## src/hdl/bcrc_pkg.sv

```systemverilog
`timescale 1ns / 1ps

package bcrc_pkg;

    localparam logic KIND_WRITE    = 1'b0;
    localparam logic KIND_CLASSIFY = 1'b1;

    localparam logic MODE_ASCII  = 1'b0;
    localparam logic MODE_BINARY = 1'b1;

    localparam logic [1:0] END_MATCH     = 2'd0;
    localparam logic [1:0] END_TERM      = 2'd1;
    localparam logic [1:0] END_EXHAUSTED = 2'd2;

    localparam logic [7:0] TERM_BYTE = 8'hff;
    localparam int         RANGE_BIT = 7;
    localparam logic [6:0] INDEX_MAX = 7'd127;
    localparam int         ENTRY_W   = 9;

    typedef struct packed {
        logic       kind;
        logic [5:0] entry_index;
        logic [7:0] entry_value;
        logic       entry_flag;
        logic [7:0] subject_byte;
    } cmd_item_t;

    typedef struct packed {
        logic [6:0] handler_index;
        logic [1:0] end_kind;
    } res_item_t;

endpackage

```

## src/hdl/bcrc_ram.sv

```systemverilog
`timescale 1ns / 1ps

module bcrc_ram #(
    parameter int WIDTH = 9,
    parameter int DEPTH = 64
) (
    input  logic                     clk,
    input  logic                     wr_en,
    input  logic [$clog2(DEPTH)-1:0] wr_addr,
    input  logic [WIDTH-1:0]         wr_data,
    input  logic                     rd_en,
    input  logic [$clog2(DEPTH)-1:0] rd_addr,
    output logic [WIDTH-1:0]         rd_data
);

    logic [WIDTH-1:0] mem [DEPTH];

    always_ff @(posedge clk)
    begin
        if (wr_en)
        begin
            mem[wr_addr] <= wr_data;
        end
        if (rd_en)
        begin
            rd_data <= mem[rd_addr];
        end
    end

endmodule

```

## src/hdl/byte_command_range_classifier_unit.sv

```systemverilog
`timescale 1ns / 1ps

// Write items store one table entry and leave the block idle. A classify item
// walks the table from position 0, one entry per cycle through the single
// read port of the table RAM, visiting at most TABLE_ENTRIES entries; no new
// item is taken during the walk. The result goes to an output register, and
// the next item is accepted while it waits to be taken.

module byte_command_range_classifier_unit
    import bcrc_pkg::*;
#(
    parameter int TABLE_ENTRIES = 64
) (
    input  logic      clk,
    input  logic      rst_n,
    input  logic      cmd_valid,
    output logic      cmd_stall,
    input  cmd_item_t cmd,
    output logic      res_valid,
    input  logic      res_stall,
    output res_item_t res,
    input  logic      cfg_wen,
    input  logic      cfg_data
);

    localparam int AW = $clog2(TABLE_ENTRIES);
    localparam logic [AW-1:0] LAST_POS = AW'(TABLE_ENTRIES - 1);

    typedef enum logic [1:0] {ST_IDLE, ST_SCAN, ST_DONE} state_t;

    state_t      state_reg, state_next;
    logic        mode_reg, mode_next;
    logic [AW-1:0] pos_reg, pos_next;
    logic        pending_reg, pending_next;
    logic [7:0]  lo_reg, lo_next;
    logic [7:0]  byte_reg, byte_next;
    logic [6:0]  ord_reg, ord_next;
    logic [1:0]  kind_reg, kind_next;
    logic        res_valid_reg, res_valid_next;
    res_item_t   res_reg, res_next;

    logic               cmd_take;
    logic               wr_en;
    logic [7:0]         wr_idx_ext;
    logic               rd_en;
    logic [AW-1:0]      rd_addr;
    logic [ENTRY_W-1:0] rd_data;
    logic [7:0]         rd_value;
    logic               rd_flag;
    logic [6:0]         ord_inc;
    logic               is_range;
    logic               finish;
    logic [1:0]         fin_kind;

    assign cmd_stall  = (state_reg != ST_IDLE);
    assign cmd_take   = cmd_valid && !cmd_stall;
    assign wr_idx_ext = 8'(cmd.entry_index);
    assign wr_en      = cmd_take && (cmd.kind == KIND_WRITE)
                        && (wr_idx_ext < 8'(TABLE_ENTRIES));
    assign rd_value   = rd_data[7:0];
    assign rd_flag    = rd_data[8];
    assign ord_inc    = (ord_reg == INDEX_MAX) ? ord_reg : ord_reg + 7'd1;
    assign res_valid  = res_valid_reg;
    assign res        = res_reg;

    bcrc_ram #(
        .WIDTH (ENTRY_W),
        .DEPTH (TABLE_ENTRIES)
    ) u_table (
        .clk     (clk),
        .wr_en   (wr_en),
        .wr_addr (wr_idx_ext[AW-1:0]),
        .wr_data ({cmd.entry_flag, cmd.entry_value}),
        .rd_en   (rd_en),
        .rd_addr (rd_addr),
        .rd_data (rd_data)
    );

    always_comb
    begin
        state_next     = state_reg;
        mode_next      = mode_reg;
        pos_next       = pos_reg;
        pending_next   = pending_reg;
        lo_next        = lo_reg;
        byte_next      = byte_reg;
        ord_next       = ord_reg;
        kind_next      = kind_reg;
        res_valid_next = res_valid_reg;
        res_next       = res_reg;
        rd_en          = 1'b0;
        rd_addr        = pos_reg + AW'(1);
        is_range       = 1'b0;
        finish         = 1'b0;
        fin_kind       = END_MATCH;

        if (cfg_wen)
        begin
            mode_next = cfg_data;
        end

        if (res_valid_reg && !res_stall)
        begin
            res_valid_next = 1'b0;
        end

        unique case (state_reg)
            ST_IDLE:
            begin
                if (cmd_take && (cmd.kind == KIND_CLASSIFY))
                begin
                    state_next   = ST_SCAN;
                    pos_next     = '0;
                    pending_next = 1'b0;
                    ord_next     = '0;
                    byte_next    = cmd.subject_byte;
                    rd_en        = 1'b1;
                    rd_addr      = '0;
                end
            end
            ST_SCAN:
            begin
                if (pending_reg)
                begin
                    if ((mode_reg == MODE_BINARY) && rd_flag)
                    begin
                        finish   = 1'b1;
                        fin_kind = END_TERM;
                    end
                    else if ((byte_reg >= lo_reg) && (byte_reg <= rd_value))
                    begin
                        finish   = 1'b1;
                        fin_kind = END_MATCH;
                    end
                    else
                    begin
                        ord_next     = ord_inc;
                        pending_next = 1'b0;
                    end
                end
                else if ((mode_reg == MODE_ASCII) && (rd_value == TERM_BYTE))
                begin
                    finish   = 1'b1;
                    fin_kind = END_TERM;
                end
                else
                begin
                    is_range = (mode_reg == MODE_ASCII) ? rd_value[RANGE_BIT] : rd_flag;
                    if (is_range)
                    begin
                        if (pos_reg == LAST_POS)
                        begin
                            finish   = 1'b1;
                            fin_kind = END_EXHAUSTED;
                        end
                        else
                        begin
                            pending_next = 1'b1;
                            lo_next = (mode_reg == MODE_ASCII) ? {1'b0, rd_value[6:0]}
                                                               : rd_value;
                        end
                    end
                    else if (byte_reg == rd_value)
                    begin
                        finish   = 1'b1;
                        fin_kind = END_MATCH;
                    end
                    else
                    begin
                        ord_next = ord_inc;
                    end
                end

                if (!finish && (pos_reg == LAST_POS))
                begin
                    finish   = 1'b1;
                    fin_kind = END_EXHAUSTED;
                end

                if (finish)
                begin
                    state_next = ST_DONE;
                    kind_next  = fin_kind;
                end
                else
                begin
                    rd_en    = 1'b1;
                    pos_next = pos_reg + AW'(1);
                end
            end
            ST_DONE:
            begin
                if (!res_valid_reg || !res_stall)
                begin
                    res_valid_next         = 1'b1;
                    res_next.handler_index = ord_reg;
                    res_next.end_kind      = kind_reg;
                    state_next             = ST_IDLE;
                end
            end
            default:
            begin
                state_next = ST_IDLE;
            end
        endcase
    end

    always_ff @(posedge clk or negedge rst_n)
    begin
        if (!rst_n)
        begin
            state_reg     <= ST_IDLE;
            mode_reg      <= MODE_ASCII;
            pos_reg       <= '0;
            pending_reg   <= 1'b0;
            lo_reg        <= '0;
            byte_reg      <= '0;
            ord_reg       <= '0;
            kind_reg      <= END_MATCH;
            res_valid_reg <= 1'b0;
            res_reg       <= '0;
        end
        else
        begin
            state_reg     <= state_next;
            mode_reg      <= mode_next;
            pos_reg       <= pos_next;
            pending_reg   <= pending_next;
            lo_reg        <= lo_next;
            byte_reg      <= byte_next;
            ord_reg       <= ord_next;
            kind_reg      <= kind_next;
            res_valid_reg <= res_valid_next;
            res_reg       <= res_next;
        end
    end

endmodule

```

## config.mk

```make
export PLATFORM = sky130hd
export DESIGN_NAME = byte_command_range_classifier_unit
export DESIGN_NICKNAME = d
export VERILOG_FILES = /design/src/hdl/bcrc_pkg.sv /design/src/hdl/bcrc_ram.sv /design/src/hdl/byte_command_range_classifier_unit.sv
export SDC_FILE = /design/constraint.sdc
export NUM_CORES = 1
export LEC_CHECK = 0
export ABC_AREA = 0
export CAP_MARGIN = 30
export CORE_ASPECT_RATIO = 1.5
export CORE_UTILIZATION = 45
export CTS_CLUSTER_SIZE = 10
export DETAILED_ROUTE_END_ITERATION = 8
export DONT_BUFFER_PORTS = 1
export GPL_TIMING_DRIVEN = 0
export REMOVE_ABC_BUFFERS = 1
export SKIP_CTS_REPAIR_TIMING = 1
export SLEW_MARGIN = 20
export SYNTH_ARGS = -nofsm -noshare
export SYNTH_HDL_FRONTEND = slang
export SYNTH_SLANG_ARGS = --single-unit
```

## constraint.sdc

```tcl
create_clock -name clk -period 4.45 [get_ports clk]
set_input_delay 0.89 -clock clk [delete_from_list [all_inputs] [get_ports clk]]
set_output_delay 0.89 -clock clk [all_outputs]
set_load 0.005 [all_outputs]
```

Word-level counts from Yosys, hierarchy flattened
Memory sizes are Yosys's and may differ from the RTL's. A register that Yosys moved wholly into a read port is not among the register bits.
Index checks and enable logic that the tools add are counted.
- bits in registers: 45
- latch bits: 0
- memory bits (writable): 576
- memory bits (read-only): 0
- output and inout port bits: 11
- word-level logic and storage cells: 112
- memories: 1
- memory list (memory ; words ; width ; read ports ; clocked after memory_dff ; write ports ; RTL line ; source):
    u_table.mem ; 64 ; 9 ; 1 ; 1 ; 1 ; bcrc_ram.sv:16 ; logic [WIDTH-1:0] mem [DEPTH];
- add/subtract/negate cells: 2
- multiply operators: 0
- divide/modulo/power cells: 0
- $lt $le $gt $ge: 3
- equal/unequal tests: 15
- shift operators: 0
- muxes and demuxes: 50
- bitwise logic cells: 5
- reductions and logical operators: 25
- operator list (operator ; number):
    two-way mux 7 bit ; 8
    two-way mux 1 bit ; 24
    two-way mux 6 bit ; 4
    two-way mux 2 bit ; 8
    inequality test 3 bit (second input constant) ; 5
    one-hot mux 7 bit (2 select lines) ; 1
    one-hot mux 6 bit (2 select lines) ; 1
    logical AND 1 bit ; 9
    == test 8 bit ; 1
    == test 8 bit (second input constant) ; 1
    >= comparator 8 bit ; 1
    <= comparator 8 bit ; 1
    two-way mux 8 bit ; 1
    inequality test 2 bit (second input constant) ; 4
    AND reduction 2 bit ; 4
    adder 7 x 1 -> 7 bit (second input constant) ; 1
    == test 7 bit (second input constant) ; 1
    less-than comparator 6 x 7 -> 1 bit (second input constant) ; 1
    AND reduction 7 bit ; 1
    adder 6 x 1 -> 6 bit (second input constant) ; 1
    == test 6 bit (second input constant) ; 1
    one-hot mux 2 bit (3 select lines) ; 1
    AND reduction 3 bit ; 2
    inverter 1 bit ; 5
    other kinds (8) ; 13

Depth between registers and ports, before layout
Gate-level depths: netlist of run 1.
- depth after elaboration: 12
- gate-level depth with buffers: 11
- gate-level depth less buffers: 9

Modules after synthesis
From an unflattened synthesis of run 1, not the netlist that was laid out.
- cells, all modules: 1282
- area, all modules: 25220.4 um2
- by module, submodules not included (module ; times used ; cells each ; area each (um2) ; seq. area each (um2)):
    bcrc_ram ; 1 ; 1020 ; 22684.3 ; 17566.8
    byte_command_range_classifier_unit ; 1 ; 262 ; 2536.2 ; 1126.1

Worst setup path after synthesis of run 1
Ideal clock, no wire load.
- path kind: input port to flip-flop
- start point: input port cmd[23] in the netlist's numbering
- end point: register u_table.rd_data[1] (read register of u_table.mem) (data pin)
- arrival: 2830 ps
- data required time: 4178 ps
- setup slack: 1348 ps
- cell stages on the path: 10
- path buffers: 3
- cells stage by stage: and4bb_4 > buf_4 > nor2_1 > buf_2 > buf_2 > mux2i_1 > o22ai_1 > a211oi_1 > nor3_1 > or4_1
- longest elaborated chain between the ends: 3
- elaborated cells on any way between the ends: 5
- ends and longest elaborated chain (what ; RTL line ; source):
    start: declaration ; byte_command_range_classifier_unit.sv:18 ; input cmd_item_t cmd,
    logical AND 1 bit (*) ; byte_command_range_classifier_unit.sv:110 ; if (cmd_take && (cmd.kind == KIND_CLASSIFY))
    two-way mux 1 bit / two-way mux 6 bit (equally long branches) ; byte_command_range_classifier_unit.sv:110 ;
    one-hot mux 1 bit (2 select lines) / two-way mux 6 bit (equally long branches) ; byte_command_range_classifier_unit.sv:107 ; unique case (state_reg)
    end: declaration ; bcrc_ram.sv:13 ; output logic [WIDTH-1:0] rd_data
Every way passes the cells marked *; elsewhere a longest branch is shown, timed or not.
A chain may end at the register's enable or synchronous reset.

Final worst setup path of run 1
- start point: register pos_reg[0]
- end point: register u_table.rd_data[4] (read register of u_table.mem) (data pin)
- longest elaborated chain between the ends: 12
- elaborated cells on any way between the ends: 15
- ends and longest elaborated chain (what ; RTL line ; source):
    start: declaration ; byte_command_range_classifier_unit.sv:33 ; logic [AW-1:0] pos_reg, pos_next;
    start signal: assignment ; byte_command_range_classifier_unit.sv:227 ; pos_reg <= pos_next;
    == test 6 bit ; byte_command_range_classifier_unit.sv:151, byte_command_range_classifier_unit.sv:174 ;
    two-way mux 1 bit ; byte_command_range_classifier_unit.sv:151 ; if (pos_reg == LAST_POS)
    two-way mux 1 bit ; byte_command_range_classifier_unit.sv:149 ; if (is_range)
    two-way mux 1 bit ; byte_command_range_classifier_unit.sv:141 ; else if ((mode_reg == MODE_ASCII) && (rd_value == TERM_BYTE))
    two-way mux 1 bit ; byte_command_range_classifier_unit.sv:123 ; if (pending_reg)
    two-way mux 1 bit ; byte_command_range_classifier_unit.sv:107 ;
    zero test 1 bit ; byte_command_range_classifier_unit.sv:174 ; if (!finish && (pos_reg == LAST_POS))
    logical AND 1 bit ; byte_command_range_classifier_unit.sv:174 ;
    two-way mux 1 bit ; byte_command_range_classifier_unit.sv:174 ;
    two-way mux 1 bit ; byte_command_range_classifier_unit.sv:107 ;
    two-way mux 1 bit ; byte_command_range_classifier_unit.sv:180 ; if (finish)
    one-hot mux 1 bit (2 select lines) ; byte_command_range_classifier_unit.sv:107 ;
Several ways; a longest one is shown, not always the timed one. The select of a mux whose other input is x is not followed.

==> results_dict.tcl, run 1 <==
set metrics [dict create \
    track_usage_pct 22.9 \
    clockBufferDepth 3 \
    insertedDiodeCount 0 \
    setup_viol 0 \
    yosys_warnings 0 \
    hpwl_um 42000 \
    yosysUniqueCellTypes 67 \
    wl_per_cell_um 25.1 \
    pwr-share-clk_pct 26.2 \
    final.setup.tns_ns 0 \
    drtIter0Drc 1364 \
    slew_headroom_pct 32.4 \
    p_leak_uw 0.00987 \
    utilization_pct 51.8 \
    min_period_ns 4.31 \
    async_reset_ff_share_pct 7.14 \
    power.switching_uw 7430 \
    drive_gt1_share_pct 10.7 \
    seq_power_share_pct 34.6 \
    rsz0062_at_grt "no" \
    critPathMaxFanout 27 \
    synth_area_leaders "edfxtp_1, mux2i_1, dfrtp_1" \
    multiInputGateArea_um2 6780 \
    status "complete, no violations" \
    syn_avg_cell_area_um2 14.1 \
    ioPinCount 41 \
    netlist_area_um2 26000 \
    slew_viol_final 0 \
    synth_edf_count 585 \
    cp.required_ns 4.78 \
    worst_path_dominant_cell_family "compound AO/OA/AOI/OAI gates" \
    hold_viol 0 \
    power.internal_uw 12800 \
    antenna_found_initial 1 \
    grt_pass1_vias 15703 \
    synthFlopType "edfxtp_1" \
    grt_pass1_wl_um 97900 \
    cts_root_buffer "clkbuf_16" \
    vias 15639 \
    start_util_pct 45.6 \
    crit_slowest_cell "dfrtp_4" \
    htree_num_levels 3 \
    swShare_pct 36.8 \
    worstSetupStartpointType "flip-flop" \
    drc 0 \
    ant_nets 0 \
    io_buffer_count 0 \
    ys_seq_area_share_pct 72.0 \
    via_per_inst 5.91 \
    synth_top_area_share_pct 67.7 \
    drt-total-wl_um 66400 \
    maxCapViolations 0 \
    cp_common_cell "buf_12" \
    criticalPathCategory "flip-flop to flip-flop" \
    ys_top_cells_by_count "edfxtp_1, nand2_1, mux2i_1" \
    fill_cells 4576 \
    layout.nets 1905 \
    regArea_um2 18700 \
    clk_latency_ns 0.62 \
    vdd_drop_max_mv 0.345 \
    instances_no_fill 2646 \
    worst_pin_slew_ns 1.01 \
    hp-class "primary input to async pin" \
    fp.dieW_um 198 \
    critical_path_buf_inv_count 4 \
    power_density_nw_per_um2 685 \
    synth_cells 1838 \
    rows 107 \
    cp-end-kind "flip-flop" \
    period_share_pct 96.8 \
    largest_reg_flops 576 \
    gr-total-overflow 0 \
    die_h_um 296 \
    clk_pin_slew_ns 0.06 \
    arrival_ns 4.64 \
    yosys.area.top_type "edfxtp_1" \
    grt_max_degree 65 \
    coreArea_um2 56900 \
    clock_skew_ns 0.0274 \
    dr.pass1.iters 7 \
    synth.most_common_cell "edfxtp_1" \
    cts_made_buffers 73 \
    numClockSinks 630 \
    max_freq_ghz 0.232 \
    cp_cell_sequence "ha_1, xnor2_2, buf_6, nor2_4, buf_12, buf_12, buf_16, a21oi_1, a22oi_1, a221oi_1, nor3_1, or4_1" \
    dp_cells 2531 \
    slowest_delay_ns 0.64 \
    globalplace.congestion 0.897 \
    p_comb_share_pct 39.2 \
    die-area_um2 58700 \
    cts_tree "yes" \
    area.growth.synth_to_final_pct 13.6 \
    ys_seq_elements 630 \
]
==> power by group through the flow <==
stage	Clock, µW	Combinational (µW)	Sequential, µW
2_1_floorplan	0	4190	7180
3_3_place_gp	0	6000	7300
3_5_place_dp	0	7700	7130
4_1_cts	5390	7730	7020
5_1_grt	5580	8390	7020
6_report	5290	7910	6990
==> layout make-up <==
type                       instances  share of cell area, %
clock buffer                      93                   6.63
clock inverter                     8                  0.280
inverter                          26                  0.331
multi-input combinational       1071                   23.0
sequential                       630                   63.4
tap                              763                   3.24
timing repair buffer              55                   3.11
==> cells in the final DEF (no fill, tap or decap), types with 25 or more instances in the layout <==
cell type	Yosys	layout
o22ai_1	27	27
a22oi_1	25	25
edfxtp_1	585	585
mux2i_1	133	133
clkbuf_16	0	75
a21oi_1	117	117
nor2_1	99	95
nand3_1	47	47
nor3_1	40	40
inv_1	26	26
a221oi_1	36	35
nand2_1	273	271
o21ai_0	45	44
dfrtp_1	45	44
==> metal layers <==
layer / GRT usage (%) / part of all wire [%] / vias up
met5: 0 / 0.020 / -
met4: 11.9 / 4.4 / 2
met3: 3.82 / 6.6 / 144
met2: 40.5 / 52 / 611
met1: 26.7 / 37 / 7820
li1: - / - / 7062
==> stage by stage <==
| step | total power, µW | area, µm² | hold slack (ns) | worst slack, ns |
|---|---|---|---|---|
| floorplan | 11400 | 25500 | 0.469 | -9.66 |
| global placement | 13300 | 26400 | 0.493 | -20.32 |
| detailed placement | 14800 | 27300 | 0.501 | -0.182 |
| CTS | 20100 | 29300 | -0.0660 | -0.206 |
| global route | 21000 | 29500 | 0.136 | 0.0523 |
| finish | 20200 | 29500 | 0.117 | 0.142 |
==> kinds of logic (layout without fill, tap and decap cells) <==
group,after synthesis,after routing,share of synthesized area (%)
AND/OR/NAND/NOR,547,547,9.62
adder cells (fa/ha/maj),18,18,0.868
XOR/XNOR,2,2,0.0964
multiplexers,160,160,6.52
buffers and inverters,137,182,2.31
flip-flops,630,630,72.0
AO/OA/AOI/OAI,344,344,8.58
==> path summary, 6_finish.rpt <==
path,from,end,slack [ns],cells past startpoint
min in group clk,cmd[8],u_table.mem[31][8],0.37,0
min reg2reg,res[8],res[8],0.51,2
max,pos_reg[0],u_table.rd_data[4],0.14,12
max reg2reg,pos_reg[0],u_table.rd_data[4],0.14,12
max in group asynchronous,rst_n,res[5],4.11,1
min,rst_n,byte_reg[4],0.12,1
(Power assumes the default switching activity.)
==> run 2: changes to the inputs <==
Settings changed: CTS_BUF_LIST set to sky130_fd_sc_hd__clkbuf_8, HOLD_SLACK_MARGIN set to 0.03.
==> results_dict.tcl, run 2 (synthesized netlist as in run 1, its figures left out) <==
set metrics [dict create \
    maxCapViolations 0 \
    p_leak_uw 0.00985 \
    ioPinCount 41 \
    layout.nets 1929 \
    coreArea_um2 56900 \
    hpwl_um 42000 \
    rows 107 \
    gr-total-overflow 0 \
    drc 0 \
    stdcell_area_um2 29200 \
    cp-end-kind "flip-flop" \
    dr.pass1.iters 8 \
    wl_per_cell_um 24.4 \
    final_cell_mix "edfxtp_1, nand2_1, mux2i_1" \
    track_usage_pct 22.9 \
    setup_slack_ns 0.168 \
    clk_pin_slew_ns 0.06 \
    slowest_delay_ns 0.64 \
    drt-total-wl_um 66300 \
    use_met2_pct 40.8 \
    die_h_um 296 \
    status "complete, no violations" \
    rsz0062_at_grt "no" \
    cp_cell_sequence "ha_1, xnor2_2, buf_6, nor2_4, buf_12, buf_12, buf_16, a21oi_1, a22oi_1, a221oi_1, nor3_1, or4_1" \
    setup_viol 0 \
    rrSetupSlack_ns 0.17 \
    start_util_pct 45.6 \
    clock_skew_ns 0.0277 \
    cts_tree "yes" \
    multiInputGateArea_um2 6770 \
    hold_viol 0 \
    final.setup.tns_ns 0 \
    criticalPathCategory "flip-flop to flip-flop" \
    slew_viol_final 0 \
    fp.dieW_um 198 \
    busiest_layer "met2" \
    drtIter0Drc 1417 \
    clockBufferDepth 3 \
    critical_path_buf_inv_count 4 \
    fill_cells 4683 \
    r2r_end "u_table.rd_data[4]" \
    htree_num_levels 3 \
    grtUsageMet1_pct 26.7 \
    numClockSinks 630 \
    rr_startpoint "pos_reg[0]" \
    cts_made_buffers 94 \
    max_freq_ghz 0.234 \
    critPathMaxFanout 27 \
    via_per_inst 5.82 \
    cp_common_cell "buf_12" \
    cp.required_ns 4.86 \
    post-place-ws_ns -0.182 \
    grt_pass1_wl_um 98100 \
    power_density_nw_per_um2 659 \
    min_period_ns 4.28 \
    arrival_ns 4.69 \
    place_area_um2 27300 \
    drive_gt1_share_pct 12.0 \
    worstSetupStartpointType "flip-flop" \
    final_common_cell "edfxtp_1" \
    cts_root_buffer "clkbuf_8" \
    grt_pass1_vias 15826 \
    dp_cells 2531 \
    reg2reg_depth 12 \
    vias 15811 \
    worst_pin_slew_ns 1.02 \
    vdd_drop_max_mv 0.359 \
    largest_reg_flops 576 \
    slew_headroom_pct 32.0 \
    period_share_pct 96.2 \
    ant_nets 0 \
    globalplace.congestion 0.897 \
    io_buffer_count 0 \
    crit_slowest_cell "dfrtp_4" \
    grt_max_degree 65 \
    grt_use_met3_pct 4.01 \
    worst_path_dominant_cell_family "compound AO/OA/AOI/OAI gates" \
    regArea_um2 18700 \
    antenna_found_initial 2 \
    instances_no_fill 2718 \
    clk_latency_ns 0.70 \
    hp-class "primary input to async pin" \
    die-area_um2 58700 \
    area.growth.synth_to_final_pct 12.3 \
]
-- run 2: changes by cell type in the layout (fill, tap and decap cells not counted), sizes merged --
cell	before	now
buf	54	57
clkbuf	93	98
clkinvlp	0	2
bufinv	0	2
diode	0	1
clkinv	5	40
inv	29	53
-- run 2: through the flow --
| stage | hold slack [ns] | power [µW] | utilization [%] |
|---|---|---|---|
| after CTS | -0.166 | 19100 | 50.9 |
| final | 0.0218 | 19200 | 51.2 |
| after global routing | 0.0304 | 20100 | 51.2 |
| after floorplan | 0.469 | 11400 | - |
| after global placement | 0.493 | 13300 | 46.4 |
| after detailed placement | 0.501 | 14800 | 47.9 |
-- run 2: per-layer routing --
layer	share of wire, %	up-vias
met2	52	591
met4	4.0	2
met3	6.4	128
li1	-	7142
met1	37	7948
met5	0.020	-
-- run 2: area by class of cell --
| class | instances | area share, % |
|---|---|---|
| multi-input cells | 1071 | 23.2 |
| clock inverters | 71 | 1.19 |
| flip-flops and latches | 630 | 64.1 |
| repair buffers | 58 | 3.22 |
| well taps | 763 | 3.27 |
| diodes | 1 | 0.00858 |
| inverters | 26 | 0.335 |
| clock buffers | 98 | 4.63 |
-- run 2: report_power, final --
group / total [µW] / internal, µW / leakage (µW) / switching (µW)
logic: 7910 / 2970 / 0.00304 / 4940
registers: 6990 / 6740 / 0.00585 / 247
clock network: 4320 / 2150 / 0.000960 / 2170
-- run 2: worst max-delay path by stage --
stage	cells past startpoint	from	end	slack, ns
after global routing	12	pos_reg[0]	u_table.rd_data[4]	0.09
after CTS	10	pos_reg[0]	u_table.rd_data[4]	-0.21
after global placement	7	pos_reg[0]	u_table.rd_data[3]	-20.32
after detailed placement	10	pos_reg[0]	u_table.rd_data[4]	-0.18
after floorplan	8	pos_reg[0]	u_table.rd_data[3]	-9.66
final	12	pos_reg[0]	u_table.rd_data[4]	0.17
==> run 3: changes to the inputs <==
Settings changed: PLACE_DENSITY set to 0.57.
==> results_dict.tcl, run 3 (synthesized netlist as in run 1, its figures left out) <==
set metrics [dict create \
    status "complete, no violations" \
    dr.pass1.iters 5 \
    fp.dieW_um 198 \
    start_util_pct 45.6 \
    layout.nets 1925 \
    clk_pin_slew_ns 0.06 \
    cp.required_ns 4.87 \
    cts_made_buffers 95 \
    via_per_inst 5.82 \
    drt-total-wl_um 66500 \
    critPathMaxFanout 31 \
    globalplace.congestion 0.848 \
    arrival_ns 4.85 \
    antenna_found_initial 1 \
    period_share_pct 99.7 \
    p_leak_uw 0.00985 \
    grt_pass1_wl_um 97600 \
    fill_cells 4816 \
    post-place-ws_ns -0.887 \
    drc 0 \
    io_buffer_count 0 \
    cts_tree "yes" \
    cp_common_cell "buf_12" \
    r2r_end "u_table.rd_data[1]" \
    drive_gt1_share_pct 13.0 \
    track_usage_pct 23.0 \
    drtIter0Drc 1326 \
    gr-total-overflow 0 \
    criticalPathCategory "flip-flop to flip-flop" \
    instances_no_fill 2716 \
    rsz0062_at_grt "no" \
    reg2reg_depth 9 \
    grt_pass1_vias 15599 \
    hpwl_um 42300 \
    largest_reg_flops 576 \
    coreArea_um2 56900 \
    clock_skew_ns 0.0336 \
    wl_per_cell_um 24.5 \
    setup_slack_ns 0.0130 \
    ant_nets 0 \
    worst_pin_slew_ns 1.02 \
    dp_cells 2528 \
    crit_slowest_cell "or4_2" \
    clk_latency_ns 0.70 \
    slew_viol_final 0 \
    swShare_pct 38.6 \
    worstSetupStartpointType "flip-flop" \
    cp_cell_sequence "buf_12, buf_12, and4_1, or4_2, nand2_8, o22ai_1, a211oi_1, nor3_1, or4_1" \
    final_common_cell "edfxtp_1" \
    worst_path_dominant_cell_family "simple AND/OR/NAND/NOR gates" \
    vias 15814 \
    slowest_delay_ns 1.05 \
    vdd_drop_max_mv 0.459 \
    grt_max_degree 65 \
    endpoint "u_table.rd_data[1]" \
    area.growth.synth_to_final_pct 12.5 \
    min_period_ns 4.44 \
    die_h_um 296 \
    ioPinCount 41 \
    setup_viol 0 \
    numClockSinks 630 \
    multiInputGateArea_um2 6850 \
    power.switching_uw 7480 \
    regArea_um2 18700 \
    slew_headroom_pct 32.0 \
    clockBufferDepth 3 \
    hp-class "primary input to async pin" \
    final_cell_mix "edfxtp_1, nand2_1, mux2i_1" \
    max_freq_ghz 0.225 \
    hold_viol 0 \
    pwr-share-clk_pct 23.1 \
    p_total_uw 19400 \
    htree_num_levels 3 \
    rrSetupSlack_ns 0.01 \
    cts_root_buffer "clkbuf_8" \
    rr_startpoint "pos_reg[0]" \
    seq_power_share_pct 35.8 \
    power_density_nw_per_um2 665 \
    p_comb_share_pct 41.1 \
    critPathLaunch "pos_reg[0]" \
    rows 107 \
    cp-end-kind "flip-flop" \
    critical_path_buf_inv_count 2 \
    die-area_um2 58700 \
    cp.depth 9 \
    maxCapViolations 0 \
    power.internal_uw 11900 \
]
==> run 3: power by group through the flow <==
stage,Clock [µW],Combinational [µW],Sequential [µW]
4_1_cts,4570,7700,6980
3_3_place_gp,0,6010,7310
6_report,4480,7980,6950
5_1_grt,4820,8460,6980
3_5_place_dp,0,7670,7110
2_1_floorplan,0,4190,7180
==> run 3: final cells by class <==
type	count	share of cell area, %
flip-flops and latches	630	64.0
multi-input cells	1071	23.5
clock buffers	97	4.57
well taps	763	3.27
repair buffers	53	2.83
clock inverters	75	1.49
inverters	26	0.334
diodes	1	0.00857
==> run 3: metrics by stage <==
| step | cell area [µm²] | hold slack (ns) | utilization [%] | setup TNS (ns) |
|---|---|---|---|---|
| 6_report | 29200 | 0.0346 | 51.3 | 0 |
| 5_1_grt | 29200 | 0.0354 | 51.3 | 0 |
| 4_1_cts | 28900 | -0.172 | 50.9 | -5.83 |
| 3_5_place_dp | 27200 | 0.502 | 47.8 | -5.69 |
| 3_3_place_gp | 26400 | 0.491 | 46.4 | -274.39 |
| 2_1_floorplan | 25500 | 0.469 | - | -114.59 |
==> run 3: worst min-delay path by stage <==
stage,endpoint,slack [ns],depth (start not counted)
6_report,lo_reg[7],0.03,1
5_1_grt,pos_reg[4],0.04,1
4_1_cts,pos_reg[4],-0.17,0
3_5_place_dp,byte_reg[3],0.50,2
3_3_place_gp,ord_reg[6],0.49,1
2_1_floorplan,kind_reg[1],0.47,1
==> run 3: per-layer routing <==
layer	GRT usage [%]	wire length (µm)	vias up	share of wire, %
met5	0	0	-	0
met4	12.7	2950	0	4.4
met3	3.62	3880	129	5.8
met2	39.9	34200	583	51
met1	27.0	25500	7968	38
li1	-	-	7134	-
